===== src/rtl/cpfs_pkg.sv =====
// ----------------------------------------------------------------------------
// cpfs_pkg
// Shared types, codes and helpers of the column predicate filter scan.
// ----------------------------------------------------------------------------
`default_nettype none

package cpfs_pkg;

	// comparison codes
	localparam logic [2:0] OP_GT  = 3'd0;
	localparam logic [2:0] OP_GE  = 3'd1;
	localparam logic [2:0] OP_LT  = 3'd2;
	localparam logic [2:0] OP_LE  = 3'd3;
	localparam logic [2:0] OP_NE  = 3'd4;
	localparam logic [2:0] OP_NNE = 3'd5;

	// register indexes of the config port
	localparam int CFG_IDX_BITS = 2;
	localparam logic [CFG_IDX_BITS-1:0] CFG_OP     = 2'd0;
	localparam logic [CFG_IDX_BITS-1:0] CFG_THRESH = 2'd1;
	localparam logic [CFG_IDX_BITS-1:0] CFG_FLOAT  = 2'd2;

	// largest single that is still below 1e-6
	localparam logic [31:0] NEAR_LIMIT_BITS = 32'h3586_37BD;

	localparam int ROW_INDEX_BITS_DEF = 20;
	localparam int ROW_OUT_BITS       = 20;
	localparam int FIFO_DEPTH         = 4;
	localparam int FIFO_PTR_BITS      = $clog2(FIFO_DEPTH);

	typedef struct packed {
		logic [2:0]  op;
		logic [31:0] threshold;
		logic        is_float;
	} cfg_t;

	// leading zero count of a 32-bit word, 32 for zero
	function automatic logic [5:0] lzc32(input logic [31:0] x);
		logic [5:0] n;
		n = 6'd32;
		for (int i = 0; i < 32; i++) begin
			if (x[i]) n = 6'(31 - i);
		end
		return n;
	endfunction

endpackage

`default_nettype wire


===== src/rtl/column_predicate_filter_scan.sv =====
// ----------------------------------------------------------------------------
// column_predicate_filter_scan
// Streams a column of 32-bit words and flags each row against a threshold.
// ----------------------------------------------------------------------------
// Usage:
//   s_t* carries one column word per request, s_tlast closes a scan.
//   m_t* returns one result per word: row index, match flag, and m_tlast
//   on the last row of a scan. The row counter clears after s_tlast.
//   cfg_* writes compare_op (0), threshold_bits (1), column_is_float (2);
//   write only while no words are in flight. cfg_ready is always high.
//   Throughput: one word per cycle while m_tready stays high. A word taken
//   with all stages empty passes two front stages for integer to single
//   conversion, the queue, the compare stage and the output register.
//   When m_tready is low the output register holds, the compare stage and a
//   4-entry queue fill, and s_tready drops once the front stages are full.
//   Reset clears the valid flags, the config registers, the row counter and the queue; data registers are not reset.
// ----------------------------------------------------------------------------
`default_nettype none

module column_predicate_filter_scan #(
	parameter int ROW_INDEX_BITS = cpfs_pkg::ROW_INDEX_BITS_DEF
) (
	input  wire                                clk,
	input  wire                                arst_n,
	input  wire                                s_tvalid,
	output logic                               s_tready,
	input  wire [31:0]                         s_tdata,   // column_word
	input  wire                                s_tlast,   // last_row
	output logic                               m_tvalid,
	input  wire                                m_tready,
	output logic [23:0]                        m_tdata,   // row_index, matched, zero pad
	output logic                               m_tlast,   // scan_end
	input  wire                                cfg_valid,
	output logic                               cfg_ready,
	input  wire [cpfs_pkg::CFG_IDX_BITS-1:0]   cfg_index,
	input  wire [31:0]                         cfg_data
);
	import cpfs_pkg::*;

	localparam int W = ROW_INDEX_BITS + 33;

	cfg_t                    cfg_q;
	logic [ROW_INDEX_BITS-1:0] row_q;
	logic                    push_valid, push_ready, pop_valid, pop_ready;
	logic [W-1:0]            push_data, pop_data;
	logic [ROW_INDEX_BITS-1:0] out_row;
	logic                    out_match;

	// configuration registers
	assign cfg_ready = 1'b1;

	always_ff @(posedge clk or negedge arst_n) begin
		if (!arst_n) begin
			cfg_q <= '0;
		end else if (cfg_valid && cfg_ready) begin
			case (cfg_index)
				CFG_OP:     cfg_q.op        <= cfg_data[2:0];
				CFG_THRESH: cfg_q.threshold <= cfg_data;
				CFG_FLOAT:  cfg_q.is_float  <= cfg_data[0];
				default:    ;
			endcase
		end
	end

	// row counter
	always_ff @(posedge clk or negedge arst_n) begin
		if (!arst_n) begin
			row_q <= '0;
		end else if (s_tvalid && s_tready) begin
			row_q <= s_tlast ? '0 : row_q + ROW_INDEX_BITS'(1);
		end
	end

	cpfs_front #(.RB(ROW_INDEX_BITS)) u_front (
		.clk        (clk),
		.arst_n     (arst_n),
		.in_valid   (s_tvalid),
		.in_ready   (s_tready),
		.in_word    (s_tdata),
		.in_last    (s_tlast),
		.in_row     (row_q),
		.cfg        (cfg_q),
		.push_valid (push_valid),
		.push_ready (push_ready),
		.push_data  (push_data)
	);

	cpfs_fifo #(.W(W)) u_fifo (
		.clk        (clk),
		.arst_n     (arst_n),
		.push_valid (push_valid),
		.push_ready (push_ready),
		.push_data  (push_data),
		.pop_valid  (pop_valid),
		.pop_ready  (pop_ready),
		.pop_data   (pop_data)
	);

	cpfs_back #(.RB(ROW_INDEX_BITS)) u_back (
		.clk        (clk),
		.arst_n     (arst_n),
		.pop_valid  (pop_valid),
		.pop_ready  (pop_ready),
		.pop_data   (pop_data),
		.cfg        (cfg_q),
		.out_valid  (m_tvalid),
		.out_ready  (m_tready),
		.out_row    (out_row),
		.out_match  (out_match),
		.out_last   (m_tlast)
	);

	assign m_tdata = {3'b000, out_match, ROW_OUT_BITS'(out_row)};

	// row counter restarts after the last row of a scan
	a_row_clear: assert property (@(posedge clk) disable iff (!arst_n)
		s_tvalid && s_tready && s_tlast |=> row_q == '0)
		else $error("row counter not cleared after last row");

	// row counter steps by one on every accepted word that is not the last
	a_row_step: assert property (@(posedge clk) disable iff (!arst_n)
		s_tvalid && s_tready && !s_tlast |=> row_q == $past(row_q) + ROW_INDEX_BITS'(1))
		else $error("row counter did not advance");

endmodule

`default_nettype wire


===== src/rtl/cpfs_front.sv =====
// ----------------------------------------------------------------------------
// cpfs_front
// Takes column words, converts integer words to single precision with round
// to nearest even, and pushes the operand with its row tag into the queue.
// ----------------------------------------------------------------------------
`default_nettype none

module cpfs_front #(
	parameter int RB = cpfs_pkg::ROW_INDEX_BITS_DEF
) (
	input  wire              clk,
	input  wire              arst_n,
	input  wire              in_valid,
	output logic             in_ready,
	input  wire [31:0]       in_word,
	input  wire              in_last,
	input  wire [RB-1:0]     in_row,
	input  cpfs_pkg::cfg_t   cfg,
	output logic             push_valid,
	input  wire              push_ready,
	output logic [RB+32:0]   push_data
);
	import cpfs_pkg::*;

	logic          v_s1, v_s2;
	logic [31:0]   mag_s1;
	logic          sign_s1, flt_s1, last_s1;
	logic [RB-1:0] row_s1;
	logic [31:0]   sh_s2;
	logic [7:0]    e_s2;
	logic          zero_s2, sign_s2, flt_s2, last_s2;
	logic [RB-1:0] row_s2;
	logic          en_s1, en_s2;
	logic [5:0]    lz;
	logic          rnd;
	logic [30:0]   body;
	logic [31:0]   a_bits;

	// stage enables
	assign en_s2    = !v_s2 || push_ready;
	assign en_s1    = !v_s1 || en_s2;
	assign in_ready = en_s1;

	// s1: magnitude of the integer word
	always_ff @(posedge clk or negedge arst_n) begin
		if (!arst_n) begin
			v_s1 <= 1'b0;
		end else if (en_s1) begin
			v_s1 <= in_valid;
		end
	end

	always_ff @(posedge clk) begin
		if (en_s1) begin
			mag_s1  <= (cfg.is_float || !in_word[31]) ? in_word : (~in_word + 32'd1);
			sign_s1 <= in_word[31];
			flt_s1  <= cfg.is_float;
			last_s1 <= in_last;
			row_s1  <= in_row;
		end
	end

	// s2: normalize the magnitude
	assign lz = lzc32(mag_s1);

	always_ff @(posedge clk or negedge arst_n) begin
		if (!arst_n) begin
			v_s2 <= 1'b0;
		end else if (en_s2) begin
			v_s2 <= v_s1;
		end
	end

	always_ff @(posedge clk) begin
		if (en_s2) begin
			sh_s2   <= flt_s1 ? mag_s1 : (mag_s1 << lz[4:0]);
			e_s2    <= 8'd158 - {2'b00, lz};
			zero_s2 <= lz[5];
			sign_s2 <= sign_s1;
			flt_s2  <= flt_s1;
			last_s2 <= last_s1;
			row_s2  <= row_s1;
		end
	end

	// round to nearest even into the single format
	assign rnd  = sh_s2[7] && (|sh_s2[6:0] || sh_s2[8]);
	assign body = {e_s2, sh_s2[30:8]} + {30'd0, rnd};

	always_comb begin
		if (flt_s2) begin
			a_bits = sh_s2;
		end else if (zero_s2) begin
			a_bits = 32'd0;
		end else begin
			a_bits = {sign_s2, body};
		end
	end

	assign push_valid = v_s2;
	assign push_data  = {last_s2, row_s2, a_bits};

endmodule

`default_nettype wire


===== src/rtl/cpfs_fifo.sv =====
// ----------------------------------------------------------------------------
// cpfs_fifo
// Short queue between the front and the back part.
// ----------------------------------------------------------------------------
`default_nettype none

module cpfs_fifo #(
	parameter int W = 53
) (
	input  wire          clk,
	input  wire          arst_n,
	input  wire          push_valid,
	output logic         push_ready,
	input  wire [W-1:0]  push_data,
	output logic         pop_valid,
	input  wire          pop_ready,
	output logic [W-1:0] pop_data
);
	import cpfs_pkg::*;

	logic [W-1:0]             mem [FIFO_DEPTH];
	logic [FIFO_PTR_BITS-1:0] wr_q, rd_q;
	logic [FIFO_PTR_BITS:0]   cnt_q;
	logic                     do_push, do_pop;

	assign push_ready = (cnt_q != (FIFO_PTR_BITS+1)'(FIFO_DEPTH));
	assign pop_valid  = (cnt_q != '0);
	assign do_push    = push_valid && push_ready;
	assign do_pop     = pop_valid && pop_ready;
	assign pop_data   = mem[rd_q];

	// storage
	always_ff @(posedge clk) begin
		if (do_push) begin
			mem[wr_q] <= push_data;
		end
	end

	// pointers and fill count
	always_ff @(posedge clk or negedge arst_n) begin
		if (!arst_n) begin
			wr_q  <= '0;
			rd_q  <= '0;
			cnt_q <= '0;
		end else begin
			if (do_push) wr_q <= wr_q + FIFO_PTR_BITS'(1);
			if (do_pop) rd_q <= rd_q + FIFO_PTR_BITS'(1);
			if (do_push && !do_pop) begin
				cnt_q <= cnt_q + (FIFO_PTR_BITS+1)'(1);
			end else if (do_pop && !do_push) begin
				cnt_q <= cnt_q - (FIFO_PTR_BITS+1)'(1);
			end
		end
	end

endmodule

`default_nettype wire


===== src/rtl/cpfs_back.sv =====
// ----------------------------------------------------------------------------
// cpfs_back
// Evaluates the predicate: ordered compare, or rounded difference magnitude
// against the near limit, and holds the result in the output register.
// ----------------------------------------------------------------------------
`default_nettype none

module cpfs_back #(
	parameter int RB = cpfs_pkg::ROW_INDEX_BITS_DEF
) (
	input  wire            clk,
	input  wire            arst_n,
	input  wire            pop_valid,
	output logic           pop_ready,
	input  wire [RB+32:0]  pop_data,
	input  cpfs_pkg::cfg_t cfg,
	output logic           out_valid,
	input  wire            out_ready,
	output logic [RB-1:0]  out_row,
	output logic           out_match,
	output logic           out_last
);
	import cpfs_pkg::*;

	logic [31:0]   a, b;
	logic [30:0]   amag, bmag, xmag, ymag;
	logic          a_nan, b_nan, any_nan, both_zero;
	logic signed [31:0] ka, kb;
	logic          gt, lt, eq, ord_hit;
	logic          swap, eff_sub, x_inf, y_inf;
	logic [7:0]    e_x, e_y, d;
	logic [23:0]   mx, my;
	logic [26:0]   ymx, al, lost_mask;
	logic          sticky;
	logic [27:0]   sum;
	logic          en_b1, en_b2;

	logic          v_b1, ord_s1, nan_s1, inf_s1, last_s1;
	logic [2:0]    op_s1;
	logic [27:0]   sum_s1;
	logic [7:0]    e_s1;
	logic [RB-1:0] row_s1;

	logic [5:0]    lz;
	logic [7:0]    shamt;
	logic [26:0]   m;
	logic [8:0]    e9, ef;
	logic          rnd, under_lim, hit;
	logic [31:0]   res;

	assign en_b2     = !out_valid || out_ready;
	assign en_b1     = !v_b1 || en_b2;
	assign pop_ready = en_b1;

	// operand decode
	assign a         = pop_data[31:0];
	assign b         = cfg.threshold;
	assign amag      = a[30:0];
	assign bmag      = b[30:0];
	assign a_nan     = (&a[30:23]) && (|a[22:0]);
	assign b_nan     = (&b[30:23]) && (|b[22:0]);
	assign any_nan   = a_nan || b_nan;
	assign both_zero = (amag == '0) && (bmag == '0);

	// ordered compare on sign-magnitude keys
	assign ka = a[31] ? -$signed({1'b0, amag}) : $signed({1'b0, amag});
	assign kb = b[31] ? -$signed({1'b0, bmag}) : $signed({1'b0, bmag});
	assign eq = !any_nan && (both_zero || a == b);
	assign gt = !any_nan && !both_zero && (ka > kb);
	assign lt = !any_nan && !both_zero && (ka < kb);

	always_comb begin
		case (cfg.op)
			OP_GT:   ord_hit = gt;
			OP_GE:   ord_hit = gt || eq;
			OP_LT:   ord_hit = lt;
			OP_LE:   ord_hit = lt || eq;
			default: ord_hit = 1'b0;
		endcase
	end

	// difference: order magnitudes and align the smaller one
	assign swap    = bmag > amag;
	assign xmag    = swap ? bmag : amag;
	assign ymag    = swap ? amag : bmag;
	assign eff_sub = (a[31] == b[31]);
	assign x_inf   = (xmag == 31'h7F80_0000);
	assign y_inf   = (ymag == 31'h7F80_0000);
	assign mx      = {xmag[30:23] != 8'd0, xmag[22:0]};
	assign my      = {ymag[30:23] != 8'd0, ymag[22:0]};
	assign e_x     = (xmag[30:23] == 8'd0) ? 8'd1 : xmag[30:23];
	assign e_y     = (ymag[30:23] == 8'd0) ? 8'd1 : ymag[30:23];
	assign d       = e_x - e_y;
	assign ymx     = {my, 3'b000};

	always_comb begin
		lost_mask = ~(27'h7FF_FFFF << d[4:0]);
		if (d >= 8'd27) begin
			al     = '0;
			sticky = |my;
		end else begin
			al     = ymx >> d[4:0];
			sticky = |(ymx & lost_mask);
		end
	end

	assign sum = eff_sub ? ({1'b0, mx, 3'b000} - {1'b0, al[26:1], al[0] | sticky})
	                     : ({1'b0, mx, 3'b000} + {1'b0, al[26:1], al[0] | sticky});

	// b1 register
	always_ff @(posedge clk or negedge arst_n) begin
		if (!arst_n) begin
			v_b1 <= 1'b0;
		end else if (en_b1) begin
			v_b1 <= pop_valid;
		end
	end

	always_ff @(posedge clk) begin
		if (en_b1) begin
			ord_s1  <= ord_hit;
			op_s1   <= cfg.op;
			sum_s1  <= sum;
			e_s1    <= e_x;
			nan_s1  <= any_nan || (x_inf && y_inf && eff_sub);
			inf_s1  <= x_inf;
			row_s1  <= pop_data[RB+31:32];
			last_s1 <= pop_data[RB+32];
		end
	end

	// normalize, round and test against the near limit
	assign lz = lzc32({sum_s1[26:0], 5'b11111});

	always_comb begin
		shamt = ({2'b00, lz} < (e_s1 - 8'd1)) ? {2'b00, lz} : (e_s1 - 8'd1);
		if (sum_s1[27]) begin
			m  = {sum_s1[27:2], sum_s1[1] | sum_s1[0]};
			e9 = {1'b0, e_s1} + 9'd1;
		end else begin
			m  = sum_s1[26:0] << shamt[4:0];
			e9 = {1'b0, e_s1} - {1'b0, shamt};
		end
		ef = m[26] ? e9 : 9'd0;
	end

	assign rnd       = m[2] && (m[1] || m[0] || m[3]);
	assign res       = {ef, m[25:3]} + {31'd0, rnd};
	assign under_lim = (res <= NEAR_LIMIT_BITS);

	always_comb begin
		case (op_s1)
			OP_NE:   hit = !nan_s1 && !inf_s1 && under_lim;
			OP_NNE:  hit = !nan_s1 && (inf_s1 || !under_lim);
			default: hit = ord_s1;
		endcase
	end

	// output register
	always_ff @(posedge clk or negedge arst_n) begin
		if (!arst_n) begin
			out_valid <= 1'b0;
		end else if (en_b2) begin
			out_valid <= v_b1;
		end
	end

	always_ff @(posedge clk) begin
		if (en_b2) begin
			out_row   <= row_s1;
			out_match <= hit;
			out_last  <= last_s1;
		end
	end

endmodule

`default_nettype wire


===== config.mk =====
export PLATFORM = sky130hd
export DESIGN_NAME = column_predicate_filter_scan
export DESIGN_NICKNAME = d
export VERILOG_FILES = /design/src/rtl/cpfs_pkg.sv /design/src/rtl/column_predicate_filter_scan.sv /design/src/rtl/cpfs_front.sv /design/src/rtl/cpfs_fifo.sv /design/src/rtl/cpfs_back.sv
export SDC_FILE = /design/constraint.sdc
export NUM_CORES = 1
export LEC_CHECK = 0
export ABC_AREA = 1
export ABC_CLOCK_PERIOD_IN_PS = 9300
export BUFFER_PORTS_ARGS = -buffer_cell sky130_fd_sc_hd__buf_2
export CORE_MARGIN = 2
export CORE_UTILIZATION = 45
export DETAILED_ROUTE_END_ITERATION = 6
export PLACE_DENSITY = 0.62
export SLEW_MARGIN = 10
export SYNTH_ARGS = -nofsm -noshare
export SYNTH_HDL_FRONTEND = slang
export SYNTH_SLANG_ARGS = --single-unit

===== constraint.sdc =====
create_clock -name clk -period 9.3 [get_ports clk]
set_input_delay 0.93 -clock clk [delete_from_list [all_inputs] [get_ports clk]]
set_output_delay 0.93 -clock clk [all_outputs]
set_load 0.005 [all_outputs]

Word-level counts from Yosys, hierarchy flattened
Memories as Yosys holds them, arrays and structs flattened.
Index checks and enable logic that the tools add are counted.

operators by class
  add/sub/neg operators = 17
  magnitude comparators = 6
  equality and inequality tests = 12
  shift operators = 4
  mux-type cells = 83
  bitwise operators = 5
  reduce and logical (&&, ||, !) cells = 65

operator list
  cell                                                              number
  two-way mux 32 bit                                                6
  two-way mux 6 bit                                                 32
  two-way mux 5 bit                                                 16
  negation 31 -> 32 bit                                             2
  equality test 31 bit, second input constant                       2
  logical NOT 31 bit                                                2
  two-way mux 31 bit                                                2
  two-way mux 27 bit                                                2
  OR reduction 23 bit                                               2
  adder 32 x 1 -> 32 bit                                            1
  adder 32 x 1 -> 32 bit, second input constant                     1
  equality test 32 bit                                              1
  greater-than comparator 32 bit                                    1
  less-or-equal comparator 32 x 30 -> 1 bit, second input constant  1
  < comparator 32 bit                                               1
  two-way mux 4 bit                                                 8
  NOT 32 bit                                                        1
  left shift 32 x 5 -> 32 bit                                       1
  adder 31 x 1 -> 31 bit                                            1
  greater-than comparator 31 bit                                    1
  adder 27 x 27 -> 28 bit                                           1
  two-way mux 28 bit                                                1
  subtractor 27 x 27 -> 28 bit                                      1
  bitwise AND 27 bit                                                1
  other kinds (45)                                                  104

word-level totals
  bits in registers = 271
  bits in writable memories = 212
  input port bits = 72
  output and inout bits = 28
  logic and storage cells = 227
  memories = 1

memory list
  name        depth  width  rd ports  clocked after Yosys merged registers in  write ports  RTL line         RTL
  u_fifo.mem  4      53     1         0                                        1            cpfs_fifo.sv:21  logic [W-1:0] mem [FIFO_DEPTH];

Depth between registers and ports, before layout
Gate-level depths: netlist of run 1.

  depth after elaboration = 40
  depth in mapped cells = 70
  gate-level depth less buffers = 67

Cells and area by module
A second synthesis of run 1 with hierarchy kept.

unflattened totals
  cells, all modules = 4,304
  area, all modules = 33,866.2 um2

by module, submodules not included
  module                        times used  cells each  area each (um2)  sequential area each (um2)
  cpfs_back                     1           2,433       14,722.9         2,602.5
  cpfs_fifo                     1           677         8,782.2          6,541.3
  cpfs_front                    1           931         7,686.1          3,623.5
  column_predicate_filter_scan  1           263         2,675.1          1,401.3

Worst setup path before layout of run 1
No wires, ideal clock.

  kind = reg-to-reg
  start = register u_fifo.rd_q[0]
  end = register u_back.sum_s1[23] (data pin)
  setup time = 258 ps
  arrival = 8,987 ps
  required time = 9,042 ps
  slack = 55 ps
  cell stages (with the launch flop) = 66
  buffers on the path = 9
  clock period less this slack = 9,245 ps
  path through = dfrtp_1 -> buf_2 -> clkinv_1 -> clkbuf_1 -> buf_1 -> clkbuf_1 -> nand2_1 -> a32oi_1 -> inv_1 -> ha_1 -> nand2_1 -> o21ai_0 -> nand4_1 -> o211ai_1 -> nand4_1 -> nand3_1 -> a21oi_1 -> o41ai_1 -> [... 30 more ...] -> o31ai_1 -> a21oi_1 -> o21bai_1 -> nand3_1 -> nand2_1 -> nand3_1 -> nand2_1 -> nand3_1 -> nand2_1 -> nand3_1 -> nand2_1 -> nand3_1 -> nand2_1 -> nand2_1 -> o32ai_1 -> nor2_1 -> nand2_1 -> nand2_1

between the ends
  longest elaborated chain between the ends = 14
  elaborated cells on any way between the ends = 24
  classes of those cells = 3 x add/sub; 2 x order compare; 1 x eq/ne; 2 x shift; 7 x mux; 3 x bitwise; 5 x reduce/logical; 1 x memory

RTL lines
  element                                                                  RTL line                            RTL
  from (decl)                                                              cpfs_fifo.sv:22                     logic [FIFO_PTR_BITS-1:0] wr_q, rd_q;
  from (signal assigned)                                                   cpfs_fifo.sv:47                     if (do_pop) rd_q <= rd_q + FIFO_PTR_BITS'(1);
  memory read (4 x 53 bit) (*)                                             -
  greater-than comparator 31 bit                                           cpfs_back.sv:83                     assign swap = bmag > amag;
  two-way mux 31 bit (*)                                                   cpfs_back.sv:84                     assign xmag = swap ? bmag : amag;
  logical NOT 8 bit                                                        cpfs_back.sv:91                     assign e_x = (xmag[30:23] == 8'd0) ? 8'd1 : xmag[30:23];
  two-way mux 8 bit (*)                                                    cpfs_back.sv:91
  named net u_back.e_x[0]                                                  cpfs_back.sv:31                     logic [7:0] e_x, e_y, d;
  subtractor 8 bit (*)                                                     cpfs_back.sv:93                     assign d = e_x - e_y;
  left shift 27 x 5 -> 27 bit                                              cpfs_back.sv:97                     lost_mask = ~(27'h7FF_FFFF << d[4:0]);
  NOT 27 bit                                                               cpfs_back.sv:97
  bitwise AND 27 bit                                                       cpfs_back.sv:103                    sticky = |(ymx & lost_mask);
  OR reduction 27 bit                                                      cpfs_back.sv:103
  two-way mux 1 bit                                                        cpfs_back.sv:98                     if (d >= 8'd27) begin
  bitwise OR 1 bit                                                         cpfs_back.sv:107, cpfs_back.sv:108
  adder 27 x 27 -> 28 bit or subtractor 27 x 27 -> 28 bit (tied branches)  cpfs_back.sv:108, cpfs_back.sv:107
  two-way mux 28 bit (*)                                                   cpfs_back.sv:107                    assign sum = eff_sub ? ({1'b0, mx, 3'b000} - {1'b0, al[26:1], al[0] | sticky})
  named net u_back.sum[23]                                                 cpfs_back.sv:35                     logic [27:0] sum;
  to (signal assigned)                                                     cpfs_back.sv:123                    sum_s1 <= sum;
  to (decl)                                                                cpfs_back.sv:40                     logic [27:0] sum_s1;

The timed path passes the listed nets; every way through them passes the cells marked *.
A chain may end at the register's enable or synchronous reset.

Worst setup path after layout of run 1
  start = register u_fifo.rd_q[0]
  end = register u_back.sum_s1[26] (data pin)

between the ends
  longest elaborated chain between the ends = 14
  elaborated cells on any way between the ends = 25
  classes of those cells = 3 x add/sub; 2 x order compare; 1 x eq/ne; 2 x shift; 7 x mux; 3 x bitwise; 6 x reduce/logical; 1 x memory

RTL lines
  element                                                                  RTL line
  memory read (4 x 53 bit) (*)                                             -
  greater-than comparator 31 bit                                           cpfs_back.sv:83
  two-way mux 31 bit, on equally long branches                             cpfs_back.sv:84, cpfs_back.sv:85
  logical NOT 8 bit, on equally long branches                              cpfs_back.sv:91, cpfs_back.sv:92
  two-way mux 8 bit, on equally long branches                              cpfs_back.sv:91, cpfs_back.sv:92
  subtractor 8 bit                                                         cpfs_back.sv:93
  left shift 27 x 5 -> 27 bit                                              cpfs_back.sv:97
  NOT 27 bit                                                               cpfs_back.sv:97
  bitwise AND 27 bit                                                       cpfs_back.sv:103
  OR reduction 27 bit                                                      cpfs_back.sv:103
  two-way mux 1 bit                                                        cpfs_back.sv:98
  bitwise OR 1 bit                                                         cpfs_back.sv:107, cpfs_back.sv:108
  adder 27 x 27 -> 28 bit or subtractor 27 x 27 -> 28 bit (tied branches)  cpfs_back.sv:108, cpfs_back.sv:107
  two-way mux 28 bit (*)                                                   cpfs_back.sv:107
  named net u_back.sum[26]                                                 cpfs_back.sv:35

Marked as above.

==> impl_metrics.tcl, run 1 <==
set metrics [dict create \
    die_h_um 275 \
    clockRootBuffer "clkbuf_16" \
    postLayoutCoreUtil_pct 51.6 \
    drt-total-wl_um 98900 \
    finalCritPeriodShare_pct 93.9 \
    synth_mux_area_share_pct 0.897 \
    ys_top_cells_by_area "edfxtp_1 38%, nand2_1 10%, ha_1 5.5%, inv_1 5.5%, o21ai_0 5.4%" \
    multi_input_area_um2 16600 \
    yosysMostFrequentCell "nand2_1" \
    hold_slack_ps 165 \
    worstPathRequired_ps 9630 \
    dr.pass1.iters 6 \
    status "finished, final reports clean" \
    avgSynthCellArea_um2 7.93 \
    synth_edf_count 416 \
    drc 0 \
    synth_top_area_cell "edfxtp_1" \
    crit_fanout 14 \
    syn_to_final_growth_pct 13.8 \
    grt_antenna_before_repair 1 \
    path_delay_family "compound AO/OA/AOI/OAI gates" \
    cp-end-kind "register" \
    crit_top_cell "nand2_1" \
    hp-class "input pin to async pin" \
    route.met3.wl_um 6590 \
    gp_congestion 1.01 \
    final.setup_skew_ps 38.7 \
    ys_warn_count 0 \
    detail-route-antenna-nets 0 \
    synth_xor_xnor_area_share_pct 3.58 \
    drt-met1-wl_um 41500 \
    cts_buffer_depth 3 \
    cts_tree "done" \
    setup_violations 0 \
    synthTopCellsByCount "896 x nand2_1, 483 x inv_1, 416 x edfxtp_1" \
    vias 29582 \
    layout_min_cycle_time_ps 8740 \
    grt_pass1_vias 27180 \
    dp_hpwl_um 74900 \
    maxSlewViolCount 0 \
    crit_arrival_ps 9070 \
    synth_top_area_share_pct 37.8 \
    grt_first_pass_wirelength_um 152000 \
    viasPerCell 5.57 \
    netlist_instances 4167 \
    synthFlopType "edfxtp_1" \
    io_pins 100 \
    grt-ovfl-total 0 \
    preCtsSetupSlack_ps -185 \
    numPortBuffers 95 \
    crit_slowest_cell "dfrtp_4" \
    wire_per_inst_um 18.6 \
    fin_nets 4535 \
    cp-start-kind "register" \
    worst-path-buf-inv 11 \
    synth-simple-area-share_pct 25.1 \
    synth_compound_area_share_pct 13.8 \
    dr.first_iter.drc_count 2836 \
    grtUsageTotal_pct 25.4 \
    numClockSinks 483 \
    async_flop_share_pct 13.9 \
    core_area_um2 72800 \
    syn_area_um2 33000 \
    ys_types 71 \
    synth_adder_area_share_pct 5.73 \
    clk_latency_ps 620 \
    cts_buffers 51 \
    seq_area_frac_synth_pct 42.9 \
    ys_ff_latch 483 \
    finalHoldViolations 0 \
    path_class "register to register" \
    max_cap_violations 0 \
    critPathMaxStageDelay_ps 570 \
    cts_max_level 2 \
    relSlewSlack_pct 22.5 \
    hold_buffers 0 \
    die_area_um2 75600 \
    top_layer "met4" \
    die_w_um 275 \
    tightestPinTransition_ps 1150 \
    clkTransAtPathRegs_ps 60 \
    max_freq_mhz 114 \
    layout_setup_ws_ps 564 \
    initial_core_util_pct 45.4 \
    grt_max_degree 67 \
    drive_above_1_share_pct 11.4 \
    filler_cell_count 6954 \
    wl_met2_um 47500 \
    seqCellArea_um2 14200 \
    synth_top_family_by_area "simple AND/OR/NAND/NOR gates" \
    num_rows 99 \
]
## registers in the layout (all words and copies together), names as in the netlist, 28 cells and up
register and flops:
cfg_q 36, u_back.sum_s1 28, u_fifo.mem 212, u_front.mag_s1 32, u_front.sh_s2 32
## kinds of logic after synthesis
logic type,count (synthesis)
XOR/XNOR,135
other,2
adder cells (fa/ha/maj),149
flip-flops,483
multiplexers,29
AND/OR/NAND/NOR,1909
AO/OA/AOI/OAI,784
buffers and inverters,676
## final cells by class
class | instances | area share, %
multi-input combinational | 3010 | 44.2
sequential | 483 | 37.7
inverter | 506 | 5.11
timing repair buffer | 260 | 5.07
clock buffer | 61 | 3.52
tap | 959 | 3.19
clock inverter | 33 | 1.14
timing repair inverter | 2 | 0.0466
antenna | 1 | 0.00665
## timing repair
action / CTS / global route
resized for setup: 5 / 79
pin swaps: 0 / 17
buffers inserted: 0 / 32
setup endpoints to repair: 6 / 18
cloned: 0 / 7
## final timing paths
| check | startpoint | to | slack (ps) | depth (start not counted) |
|---|---|---|---|---|
| min in group clk | u_front.row_s1[19] | u_front.row_s2[19] | 410 | 0 |
| worst min-delay path | arst_n | row_q[5] | 170 | 1 |
| worst max register to register | u_fifo.rd_q[0] | u_back.sum_s1[26] | 560 | 54 |
| worst max-delay path | u_fifo.rd_q[0] | u_back.sum_s1[26] | 560 | 54 |
| max in group asynchronous | arst_n | u_fifo.rd_q[0] | 8070 | 2 |
| worst min register to register | u_front.row_s1[19] | u_front.row_s2[19] | 410 | 0 |
## per-stage QoR
stage / std cells / setup TNS [ps] / instance area [um^2]
after detailed placement: 5181 / -780 / 35100
after CTS: 5275 / 0 / 36900
final: 5315 / 0 / 37600
after floorplan: 4169 / 0 / 33100
after global placement: 5181 / -30.7 / 35100
after global routing: 5314 / -131 / 37600
## cell usage in the layout, fill, tap and decap left out, types with 9 or more instances in the layout
cell type / Yosys / final
a21oi_1: 207 / 201
a31oi_1: 15 / 15
a32oi_2: 0 / 12
buf_2: 16 / 94
buf_4: 11 / 150
clkbuf_1: 118 / 9
clkbuf_16: 0 / 55
clkinv_1: 8 / 10
dfrtp_1: 67 / 66
edfxtp_1: 416 / 416
ha_1: 145 / 142
inv_1: 483 / 479
inv_2: 15 / 19
mux2i_1: 24 / 24
nand2_1: 896 / 894
nand2_2: 18 / 20
nand3_1: 335 / 332
nand3_2: 11 / 12
nand3b_1: 11 / 11
nand4_1: 62 / 62
nor2_1: 405 / 401
nor2_2: 16 / 16
nor2_4: 8 / 12
nor3_1: 77 / 76
nor4_1: 32 / 32
o211ai_1: 10 / 10
o21a_1: 15 / 15
o21ai_0: 358 / 346
o21ai_1: 4 / 14
o221ai_1: 20 / 20
o22ai_1: 51 / 50
o31ai_1: 10 / 9
o32ai_1: 10 / 9
or2_2: 18 / 18
xnor2_1: 23 / 23
xor2_1: 112 / 111
## per-layer routing
layer | up-vias | GRT usage (%)
li1 | 14528 | -
met1 | 13828 | 33.0
met2 | 1036 | 43.4
met3 | 190 | 3.88
met4 | 0 | 8.18
met5 | - | 0
Power of run 1 is not shown: default switching activity piles up to over one toggle a cycle in this logic, so the estimate is an artifact.
==> run 2, diff against run 1 <==
--- a/config.mk
+++ b/config.mk
@@ -5,13 +5,12 @@
 export SDC_FILE = /design/constraint.sdc
 export NUM_CORES = 1
 export LEC_CHECK = 0
-export ABC_AREA = 1
 export ABC_CLOCK_PERIOD_IN_PS = 9300
-export BUFFER_PORTS_ARGS = -buffer_cell sky130_fd_sc_hd__buf_2
 export CORE_MARGIN = 2
 export CORE_UTILIZATION = 45
 export DETAILED_ROUTE_END_ITERATION = 6
-export PLACE_DENSITY = 0.62
+export DONT_BUFFER_PORTS = 1
+export PLACE_DENSITY = 0.61
 export SLEW_MARGIN = 10
 export SYNTH_ARGS = -nofsm -noshare
 export SYNTH_HDL_FRONTEND = slang
==> impl_metrics.tcl, run 2 <==
set metrics [dict create \
    detail-route-antenna-nets 0 \
    synth_edf_count 416 \
    rsz0062_at_grt "yes" \
    finalSetupTns_ps -175 \
    viasPerCell 6.20 \
    die_area_um2 75800 \
    final_cell_area_um2 39400 \
    max_freq_mhz 106 \
    cp-start-kind "register" \
    synth_top_family_by_area "compound AO/OA/AOI/OAI gates" \
    top_register "u_fifo.mem" \
    maxSlewViolCount 0 \
    synth_compound_area_share_pct 17.2 \
    wire_per_inst_um 25.1 \
    cts_tree "done" \
    hp-class "input pin to async pin" \
    vias 28315 \
    numPortBuffers 0 \
    relSlewSlack_pct 15.9 \
    final.setup_skew_ps 58.0 \
    cts_buffers 52 \
    grt_first_pass_wirelength_um 171000 \
    dr.first_iter.drc_count 2703 \
    syn_area_um2 33100 \
    cp-end-kind "register" \
    violations "DRC, setup timing" \
    grtUsageTotal_pct 29.6 \
    grt-ovfl-total 0 \
    dr.pass1.iters 7 \
    worstPathRequired_ps 9650 \
    synthTopCellsByCount "416 x edfxtp_1, 330 x nand2_1, 233 x a21oi_1" \
    preCtsSetupSlack_ps -707 \
    synthFlopType "edfxtp_1" \
    tightestPinTransition_ps 1250 \
    synth_mux_area_share_pct 10.1 \
    netlist_instances 3320 \
    seq_area_frac_synth_pct 42.8 \
    grt_max_degree 66 \
    ys_top_cells_by_area "edfxtp_1 38%, ha_1 5.5%, dfrtp_1 5.1%, mux4_2 5.0%, nand2_1 3.7%" \
    dpl_cell_area_um2 36300 \
    ys_types 96 \
    cts_buffer_depth 3 \
    fin_nets 3780 \
    clkTransAtPathRegs_ps 60 \
    initial_core_util_pct 45.4 \
    synth_top_area_share_pct 37.7 \
    postLayoutCoreUtil_pct 54.0 \
    max_cap_violations 0 \
    status "finished with violations" \
    largest_reg_flops 212 \
    syn_to_final_growth_pct 18.8 \
    synth-simple-area-share_pct 14.7 \
    synth_xor_xnor_area_share_pct 5.10 \
    filler_cell_count 6440 \
    drt-total-wl_um 115000 \
    final_common_cell "edfxtp_1" \
    gp_congestion 1.00 \
    crit_arrival_ps 9780 \
    final_cell_mix "416 x edfxtp_1, 371 x buf_4, 326 x nand2_1" \
    numClockSinks 483 \
    clockRootBuffer "clkbuf_16" \
    ys_warn_count 0 \
    clk_latency_ps 620 \
    grt_pass1_vias 27717 \
    core_area_um2 73000 \
    synth_adder_area_share_pct 5.72 \
    grt_antenna_before_repair 16 \
    layout_min_cycle_time_ps 9430 \
    dp_hpwl_um 87500 \
    crit_fanout 8 \
    io_pins 100 \
    synth_top_area_cell "edfxtp_1" \
    finalHoldViolations 0 \
    crit_slowest_cell "mux4_2" \
    drive_above_1_share_pct 22.2 \
    yosysMostFrequentCell "edfxtp_1" \
    ys_ff_latch 483 \
    finalCritPeriodShare_pct 101 \
    async_flop_share_pct 13.9 \
    top_regs "u_fifo.mem: 212 flops, cfg_q: 36 flops" \
    die_h_um 275 \
    critPathMaxStageDelay_ps 540 \
    num_rows 99 \
    cts_max_level 2 \
    setup_violations 2 \
    layout_setup_ws_ps -130 \
    drc 2 \
    path_class "register to register" \
    avgSynthCellArea_um2 9.98 \
    die_w_um 275 \
]
==> run 2: worst paths after layout <==
path	from	end	slack (ps)	cells after the start
worst max register to register	u_fifo.rd_q[0]	u_back.sum_s1[25]	-130	47
worst min-delay path	arst_n	u_fifo.rd_q[1]	50	0
max in group asynchronous	arst_n	cfg_q[28]	7810	1
worst min register to register	u_front.row_s1[7]	u_front.row_s2[7]	420	0
worst max-delay path	u_fifo.rd_q[0]	u_back.sum_s1[25]	-130	47
min in group clk	s_tlast	u_front.last_s1	410	0
==> run 2: layout make-up <==
class | count | area [um^2] | share of cell area (%)
Antenna cell | 9 | 22.5 | 0.0572
Tap cell | 959 | 1200 | 3.05
Timing Repair Buffer | 396 | 3170 | 8.05
Multi-Input combinational cell | 2471 | 18500 | 46.9
Clock buffer | 59 | 1330 | 3.37
Sequential cell | 483 | 14200 | 36.0
Inverter | 155 | 589 | 1.50
Clock inverter | 37 | 419 | 1.06
==> run 2: per-stage QoR <==
step / hold WS, ps / std cells
floorplan: 400 / 3322
global placement: 401 / 4402
detailed placement: 405 / 4402
CTS: 27.4 / 4521
global route: 21.4 / 4564
finish: 52.3 / 4569
==> run 2: timing repair <==
action                                 CTS  global route
pin swaps                               34            61
hold buffers                             2             0
setup buffers                           19            40
gates resized for setup                 57           114
endpoints found under the hold margin   48             0
cloned                                   2             1
setup endpoints to repair               12            13
==> run 2: cells by family after synthesis <==
family | after synthesis
flops | 483
other cells | 2
xor+xnor | 193
mux | 235
fa+ha+maj | 149
simple gates | 1012
compound gates | 875
buf+inv | 371
==> run 2: worst max-delay path: cells and delay by family (launching register included) <==
| kind | cells | cell delay (ps) |
|---|---|---|
| multiplexers | 5 | 1340 |
| buffers and inverters | 11 | 1260 |
| AND/OR/NAND/NOR | 10 | 1880 |
| adder cells (fa/ha/maj) | 4 | 990 |
| XOR/XNOR | 2 | 480 |
| flip-flops | 1 | 500 |
| AO/OA/AOI/OAI | 15 | 2720 |
==> run 2: routing by layer <==
layer / routed length, um / track usage, % / part of all wire, %
met5: 55 / 0 / 0.048
met4: 5280 / 13.3 / 4.6
met2: 55300 / 49.5 / 48
met3: 7270 / 3.97 / 6.3
met1: 46800 / 38.3 / 41
Power of run 2 is left out for the same reason.
